==> config.mk <==
export PLATFORM = sky130hd
export DESIGN_NAME = truncated_float_reconstruct_core
export DESIGN_NICKNAME = d
export VERILOG_FILES = /design/src/hdl/tfr_pkg.sv /design/src/hdl/tfr_convert.sv /design/src/hdl/truncated_float_reconstruct_core.sv
export SDC_FILE = /design/constraint.sdc
export NUM_CORES = 1
export LEC_CHECK = 0
export BUFFER_PORTS_ARGS = -buffer_cell sky130_fd_sc_hd__buf_4
export CORE_ASPECT_RATIO = 1.5
export CORE_MARGIN = 1
export CORE_UTILIZATION = 65
export CTS_BUF_LIST = sky130_fd_sc_hd__clkbuf_2
export DETAILED_ROUTE_END_ITERATION = 8
export PLACE_DENSITY = 0.85
export SLEW_MARGIN = 20
export SYNTH_ARGS = -nofsm -noshare
export SYNTH_HDL_FRONTEND = slang
export SYNTH_SLANG_ARGS = --single-unit
==> constraint.sdc <==
create_clock -name clk_i -period 18.53 [get_ports clk_i]
set_input_delay 4.6325 -clock clk_i [delete_from_list [all_inputs] [get_ports clk_i]]
set_output_delay 4.6325 -clock clk_i [all_outputs]
set_load 0.03 [all_outputs]
==> src/hdl/tfr_pkg.sv <==
// Shared types and constants for the truncated float rebuild block.
package tfr_pkg;

  localparam int unsigned MANT_W = 32;
  localparam int unsigned EXP_W  = 8;
  localparam int unsigned MB_W   = 6;

  // Register indexes on the configuration channel
  localparam logic [7:0] CFG_IDX_MANT_BITS   = 8'd0;
  localparam logic [7:0] CFG_IDX_SIGNED_MODE = 8'd1;

  localparam logic [MB_W-1:0] MANT_BITS_RST = 6'd32;

  localparam logic [31:0] POS_INF    = 32'h7F80_0000;
  localparam logic [31:0] SIGN_MASK  = 32'h8000_0000;
  localparam int          MIN_NORM_E = -126;

  typedef struct packed {
    logic [MB_W-1:0] mant_bits;
    logic            signed_mode;
  } cfg_t;

endpackage

==> src/hdl/tfr_convert.sv <==
// Combinational conversion of one mantissa/exponent pair to a single-precision pattern.
module tfr_convert (
  input  tfr_pkg::cfg_t                 cfg_i,
  input  logic [tfr_pkg::MANT_W-1:0]    mantissa_i,
  input  logic [tfr_pkg::EXP_W-1:0]     exponent_i,
  output logic [31:0]                   result_bits_o
);

  logic [4:0]        lead;
  logic [31:0]       norm;
  logic signed [9:0] scale;
  logic signed [9:0] top_e;
  logic signed [9:0] under;
  logic [9:0]        amt_full;
  logic [5:0]        amt;
  logic              subnorm;
  logic [63:0]       shifted;
  logic [31:0]       sig;
  logic              round_up;
  logic [32:0]       sig_r;
  logic [8:0]        exp_fld;
  logic [33:0]       packed_sum;
  logic [31:0]       mag;
  logic [5:0]        mb_m1;
  logic              neg;

  // Find the leading one
  always_comb begin
    lead = 5'd0;
    for (int i = 0; i < 32; i++) begin
      if (mantissa_i[i]) lead = 5'(i);
    end
  end

  assign norm  = mantissa_i << (5'd31 - lead);
  assign scale = 10'(signed'(exponent_i)) - signed'({4'b0, cfg_i.mant_bits})
               + signed'({9'b0, cfg_i.signed_mode});
  assign top_e = scale + signed'({5'b0, lead});

  assign subnorm  = top_e < 10'(tfr_pkg::MIN_NORM_E);
  assign under    = 10'(tfr_pkg::MIN_NORM_E) - top_e;
  assign amt_full = subnorm ? (10'd8 + 10'(under)) : 10'd8;
  assign amt      = (amt_full > 10'd63) ? 6'd63 : amt_full[5:0];

  assign shifted  = {norm, 32'b0} >> amt;
  assign sig      = shifted[63:32];
  assign round_up = shifted[31] && ((|shifted[30:0]) || sig[0]);
  assign sig_r    = {1'b0, sig} + {32'b0, round_up};

  assign exp_fld    = subnorm ? 9'd0 : 9'(top_e + 10'sd126);
  assign packed_sum = {2'b0, exp_fld, 23'b0} + {1'b0, sig_r};

  always_comb begin
    if (mantissa_i == '0) begin
      mag = '0;
    end else if (packed_sum >= {2'b0, tfr_pkg::POS_INF}) begin
      mag = tfr_pkg::POS_INF;
    end else begin
      mag = packed_sum[31:0];
    end
  end

  // Sign test: any bit at or above mant_bits-1
  assign mb_m1 = cfg_i.mant_bits - 6'd1;
  always_comb begin
    if (!cfg_i.signed_mode) begin
      neg = 1'b0;
    end else if (cfg_i.mant_bits == '0) begin
      neg = mantissa_i != '0;
    end else if (cfg_i.mant_bits > 6'd32) begin
      neg = 1'b0;
    end else begin
      neg = (mantissa_i >> mb_m1) != '0;
    end
  end

  assign result_bits_o = neg ? (mag | tfr_pkg::SIGN_MASK) : mag;

endmodule

==> src/hdl/truncated_float_reconstruct_core.sv <==
// Top level of the truncated float rebuild block: registers, config and result strobe.
//
// Each transfer taken on start_i yields one single-precision pattern on
// result_bits_o, marked by result_valid_o for exactly one cycle, after the
// start transfer passes through the input register and then the result
// register. busy_o stays low, so a new item may start every cycle;
// the rate is one item per cycle, set by the single conversion stage (leading
// one search, 64-bit right shift, round and pack). The receiver cannot stall,
// so every result must be taken in its strobe cycle. Write mant_bits (index 0)
// and signed_mode (index 1) only while no item is in flight; other indexes
// are accepted and dropped.
module truncated_float_reconstruct_core (
  input  logic        clk_i,
  input  logic        rst_ni,
  input  logic        start_i,
  output logic        busy_o,
  input  logic [31:0] mantissa_i,
  input  logic [7:0]  exponent_i,
  output logic        result_valid_o,
  output logic [31:0] result_bits_o,
  input  logic        cfg_valid_i,
  output logic        cfg_ready_o,
  input  logic [7:0]  cfg_index_i,
  input  logic [31:0] cfg_data_i
);

  tfr_pkg::cfg_t cfg_q;
  logic          in_vld_q;
  logic [31:0]   mant_q;
  logic [7:0]    exp_q;
  logic          res_vld_q;
  logic [31:0]   res_q;
  logic [31:0]   res_d;
  logic          take;

  assign busy_o      = 1'b0;
  assign cfg_ready_o = 1'b1;
  assign take        = start_i && !busy_o;

  // Config registers
  always_ff @(posedge clk_i or negedge rst_ni) begin
    if (!rst_ni) begin
      cfg_q.mant_bits   <= tfr_pkg::MANT_BITS_RST;
      cfg_q.signed_mode <= 1'b0;
    end else if (cfg_valid_i && cfg_ready_o) begin
      if (cfg_index_i == tfr_pkg::CFG_IDX_MANT_BITS) begin
        cfg_q.mant_bits <= cfg_data_i[5:0];
      end else if (cfg_index_i == tfr_pkg::CFG_IDX_SIGNED_MODE) begin
        cfg_q.signed_mode <= cfg_data_i[0];
      end
    end
  end

  // Input register: capture each start transfer
  always_ff @(posedge clk_i or negedge rst_ni) begin
    if (!rst_ni) begin
      in_vld_q <= 1'b0;
    end else begin
      in_vld_q <= take;
    end
  end

  always_ff @(posedge clk_i) begin
    if (take) begin
      mant_q <= mantissa_i;
      exp_q  <= exponent_i;
    end
  end

  tfr_convert u_convert (
    .cfg_i         (cfg_q),
    .mantissa_i    (mant_q),
    .exponent_i    (exp_q),
    .result_bits_o (res_d)
  );

  // Result register: advance the strobe, hold data for its one cycle
  always_ff @(posedge clk_i or negedge rst_ni) begin
    if (!rst_ni) begin
      res_vld_q <= 1'b0;
    end else begin
      res_vld_q <= in_vld_q;
    end
  end

  always_ff @(posedge clk_i) begin
    if (in_vld_q) begin
      res_q <= res_d;
    end
  end

  assign result_valid_o = res_vld_q;
  assign result_bits_o  = res_q;

  // Every strobe comes from a start that passed the input and result registers
  a_strobe_follows_start: assert property (@(posedge clk_i) disable iff (!rst_ni)
    ##2 (result_valid_o == $past(take, 2)))
    else $error("result strobe does not match start two cycles earlier");

  // Zero mantissa always rebuilds to +0
  a_zero_gives_zero: assert property (@(posedge clk_i) disable iff (!rst_ni)
    (in_vld_q && mant_q == '0) |=> (result_bits_o == '0))
    else $error("zero mantissa did not give +0");

  // Never emit a NaN pattern
  a_no_nan: assert property (@(posedge clk_i) disable iff (!rst_ni)
    result_valid_o |-> (result_bits_o[30:23] != 8'hFF || result_bits_o[22:0] == '0))
    else $error("NaN pattern on result");

  // Unsigned mode never sets the sign
  a_unsigned_positive: assert property (@(posedge clk_i) disable iff (!rst_ni)
    (in_vld_q && !cfg_q.signed_mode) |=> !result_bits_o[31])
    else $error("sign set in unsigned mode");

endmodule
==> flow_metrics.py, run 1 <==
metrics = {
    "outcome": {
        "outcome": "did not finish",
        "lastStage": "global routing",
        "error": "[ERROR GRT-0116] Global routing finished with congestion. Check the congestion regions in the DRC Viewer.",
    },
    "place": {
        "dp_hpwl_um": 36200,
        "gp_congestion": 1.18,
        "port_buffers": 90,
        "dp_slack_ns": 7.14,
    },
    "clock_network": {
        "cts_resized": 0,
        "clock-sinks": 81,
        "cts_buffers": 9,
        "htreeDepth": 3,
        "clockBufferDepth": 2,
        "holdBufCountCts": 0,
        "clockRootBuffer": "clkbuf_2",
        "post_cts_buffers": 0,
    },
    "synth": {
        "synth_edf_count": 72,
        "synthArstFlopShare_pct": 11.1,
        "ys_types": 115,
        "syn-cell-area_um2": 11700,
        "ys_seq_area_share_pct": 20.4,
        "synth_top_area_share_pct": 18.4,
        "synthTopCellsByArea": "edfxtp_1 (18%), a21oi_1 (5.8%), nand2_1 (4.9%)",
        "ys_seq_elements": 81,
        "syn_inst": 1558,
        "synth_fp_nets": 1671,
        "ys.warnings.count": 0,
        "synth_top_flop_cell": "edfxtp_1",
        "synth_area_per_cell_um2": 7.53,
        "synth_area_leader_cell": "edfxtp_1",
    },
    "grt": {
        "grt_max_degree": 45,
        "grt_pass1_vias": 14500,
        "overflow": 56,
        "grt_pass1_wl_um": 80800,
        "track_usage_pct": 55.3,
    },
    "die": {
        "start_util_pct": 67.0,
        "die_h_um": 167,
        "fp.dieW_um": 112,
        "io_pins": 119,
        "rows": 59,
    },
}
-- metal layers --
metal | GRT usage [%] | GRT overflow
met5 | 0 | 0
met4 | 57.2 | 19
met3 | 23.8 | 0
met2 | 84.6 | 37
met1 | 54.3 | 0
-- stage by stage --
step           area, um2  util (%)  std cells  hold WS [ns]
4_1_cts            12600      72.1       1799         0.462
2_1_floorplan      11700         -       1558         0.515
3_3_place_gp       12400      71.1       1782         0.393
3_5_place_dp       12400      71.1       1783         0.420
-- Yosys cell counts (all sizes together), types with 13 or more instances --
library cell,number
edfxtp,72
o211ai,66
nand4,17
ha,26
or3,13
clkbuf,66
nand2b,13
nand3,67
buf,44
nor3,62
xnor2,32
nor4,42
inv,38
a21oi,139
and3,14
mux2i,47
o22ai,33
nor2,150
xor2,21
o31ai,14
nand2,155
a22oi,14
a21o,14
a211oi,36
and2,18
a31oi,21
a221oi,21
o21ai,92
o32ai,14
-- logic make-up after synthesis --
family                     after synthesis  share of synthesized area, %
and+or+nand+nor                        606                          26.4
AOI/OAI and AO/OA                      577                          34.7
buffers and inverters                  151                          5.59
DFF                                     81                          20.4
muxes                                   59                          5.59
xor gates and xnor gates                53                          3.96
adders and majority gates               29                          3.29
other                                    2                        0.0640
==> inputs of run 2 (changes only) <==
--- a/config.mk
+++ b/config.mk
@@ -6,12 +6,10 @@
 export NUM_CORES = 1
 export LEC_CHECK = 0
 export BUFFER_PORTS_ARGS = -buffer_cell sky130_fd_sc_hd__buf_4
-export CORE_ASPECT_RATIO = 1.5
 export CORE_MARGIN = 1
-export CORE_UTILIZATION = 65
-export CTS_BUF_LIST = sky130_fd_sc_hd__clkbuf_2
+export CORE_UTILIZATION = 40
 export DETAILED_ROUTE_END_ITERATION = 8
-export PLACE_DENSITY = 0.85
+export PLACE_DENSITY_LB_ADDON = 0.15
 export SLEW_MARGIN = 20
 export SYNTH_ARGS = -nofsm -noshare
 export SYNTH_HDL_FRONTEND = slang
==> run 2 against run 1 <==
Compared with the run above: the run now ends clean; synthesized cell count stayed put; area after synthesis stayed put.
==> flow_metrics.py, run 2 <==
metrics = {
    "detailed_routing": {
        "drtIter0Drc": 1820,
        "routedWlPerCell_um": 24.9,
        "dr.pass1.iters": 7,
        "drtAntennaViolNets": 0,
        "routed_wl_um": 49100,
        "drcViolationCount": 0,
        "avgViaCountPerCell": 6.91,
        "dr_total_vias": 13600,
    },
    "grt": {
        "overflow": 0,
        "grt_use_met3_pct": 7.50,
        "grt_use_met1_pct": 44.9,
        "met2_usage_pct": 48.9,
        "grt_max_degree": 44,
        "track_usage_pct": 32.4,
        "grt_pass1_vias": 12700,
        "gr-max-usage-layer": "met2",
        "antenna_found_initial": 0,
        "grt_pass1_wl_um": 76200,
    },
    "critical_path": {
        "max_stage_delay_ns": 1.01,
        "start_kind": "flip-flop",
        "worstSetupEndpointType": "flip-flop",
        "path_max_fanout": 42,
        "critPathTopFamily": "simple AND/OR/NAND/NOR gates",
        "cp_num_buf_inv": 5,
        "cpMaxStageDelayCell": "fa_1",
        "worstPathRequired_ns": 18.63,
        "worst-setup-path-type": "flip-flop to flip-flop",
        "arrival_ns": 11.75,
    },
    "die": {
        "fp.dieW_um": 173,
        "die_h_um": 173,
        "start_util_pct": 40.7,
        "io_pins": 119,
        "rows": 62,
        "core_area_um2": 28800,
        "fp.dieArea_um2": 30000,
    },
    "synth": {
        "synthTopCellsByArea": "edfxtp_1 (18%), a21oi_1 (5.8%), nand2_1 (4.9%)",
        "netlist_top_cells_count": "nand2_1 (154), nor2_1 (149), a21oi_1 (137), o21ai_0 (84), edfxtp_1 (72)",
        "syn-cell-area_um2": 11700,
        "ys.warnings.count": 0,
        "syn_inst": 1558,
        "synth_edf_count": 72,
        "synth_top_flop_cell": "edfxtp_1",
        "synthArstFlopShare_pct": 11.1,
        "synth_top_area_share_pct": 18.4,
        "synth_area_leader_cell": "edfxtp_1",
        "synth_fp_nets": 1671,
        "ys_seq_elements": 81,
        "ys_seq_area_share_pct": 20.4,
        "synth_area_per_cell_um2": 7.53,
        "synth_most_common_cell": "nand2_1",
        "ys_types": 115,
    },
    "job": {
        "drv_cap": 0,
    },
    "place": {
        "gp_congestion": 1.05,
        "port_buffers": 90,
        "dp_hpwl_um": 37200,
    },
    "clock_network": {
        "holdBufCountCts": 0,
        "cts_tree": "built",
        "clockBufferDepth": 2,
        "cts_buffers": 9,
        "clock-sinks": 81,
        "cts_resized": 0,
        "clkTransAtPathRegs_ns": 0.07,
        "clock_latency_ns": 0.35,
        "htreeDepth": 3,
        "post_cts_buffers": 0,
        "clockRootBuffer": "clkbuf_16",
    },
    "timing": {
        "setup_viol": 0,
        "final.min_clock_period_ns": 11.65,
        "tightest_slew_ns": 1.28,
        "rsz0062_at_grt": "no",
        "fin_skew_ns": 0.0113,
        "slew_violations": 0,
        "final_hold_viol_count": 0,
        "maxSlewHeadroom_pct": 14.0,
        "hold_ws_ns": 0.384,
        "fin_setup_tns_ns": 0,
        "max_freq_mhz": 85.9,
        "fin_crit_sh_pct": 62.9,
    },
    "power_and_ir_drop": {
        "p_switching_mw": 0.899,
        "p_clk_share_pct": 11.1,
        "switching_share_pct": 55.4,
        "p_int_mw": 0.722,
        "finalPower_mw": 1.62,
        "combPwrFrac_pct": 72.1,
        "leakage_nw": 4.63,
        "pwr-share-seq_pct": 16.8,
        "ir_drop_mv": 0.0504,
        "p_per_area_nw_per_um2": 125,
    },
    "final_layout": {
        "final_cell_mix": "nand2_1 (154), nor2_1 (146), a21oi_1 (135)",
        "area_growth_syn_to_layout_pct": 10.4,
        "fillers": 2959,
        "final_nets": 1695,
        "mostFrequentLayoutCell": "nand2_1",
        "antenna_cells": 0,
        "drive_gt1_share_pct": 13.4,
    },
    "outcome": {
        "outcome": "finished, final reports clean",
    },
    "hold_path": {
        "hold_class": "flip-flop to flip-flop",
    },
}
[run 2: cell counts after synthesis]
Identical to the previous run, type by type.
[run 2: cell families after synthesis]
kind of cell / count (synthesis) / share of synthesized area, %
AND/OR/NAND/NOR: 606 / 26.4
AO/OA/AOI/OAI: 577 / 34.7
buffers and inverters: 151 / 5.59
other: 2 / 0.0640
XOR/XNOR: 53 / 3.96
flip-flops: 81 / 20.4
adder cells (fa/ha/maj): 29 / 3.29
multiplexers: 59 / 5.59
[run 2: path summary, 6_finish.rpt]
check | start | end | slack [ns] | cells past startpoint
worst min register to register | in_vld_q | result_valid_o | 0.38 | 0
worst min-delay path | in_vld_q | result_valid_o | 0.38 | 0
min in group asynchronous | rst_ni | cfg_q[4] | 4.09 | 1
max in group asynchronous | rst_ni | cfg_q[6] | 14.22 | 1
worst max-delay path | mant_q[29] | result_bits_o[18] | 6.88 | 27
worst max register to register | mant_q[29] | result_bits_o[18] | 6.88 | 27
[run 2: power groups by stage]
stage / logic, mW / registers [mW] / clock network [mW]
floorplan: 0.743 / 0.314 / 0
global placement: 1.13 / 0.275 / 0
detailed placement: 1.13 / 0.276 / 0
CTS: 1.13 / 0.272 / 0.184
global route: 1.25 / 0.277 / 0.190
finish: 1.17 / 0.272 / 0.180
[run 2: layout make-up]
class	instances	area [um2]	area share, %
multi-input combinational	1326	8720	67.3
sequential	81	2390	18.4
timing repair buffer	123	923	7.13
tap	384	480	3.71
clock buffer	10	229	1.77
inverter	41	154	1.19
clock inverter	6	58.8	0.454
[run 2: through the flow]
stage / std cells / setup WS (ns) / area, um2 / utilization [%]
global route: 1971 / 6.07 / 13000 / 45.0
finish: 1971 / 6.88 / 13000 / 45.0
global placement: 1954 / 7.22 / 12700 / 44.0
CTS: 1971 / 7.25 / 13000 / 45.0
detailed placement: 1955 / 7.26 / 12700 / 44.0
floorplan: 1558 / 9.78 / 11700 / -
[run 2: per-layer routing]
metal	part of all wire, %	routed length [um]
met5	0	0
met4	3.5	1710
met3	10	5130
met2	43	21100
met1	43	21100
Note: power is estimated with default switching activity, not from simulation.
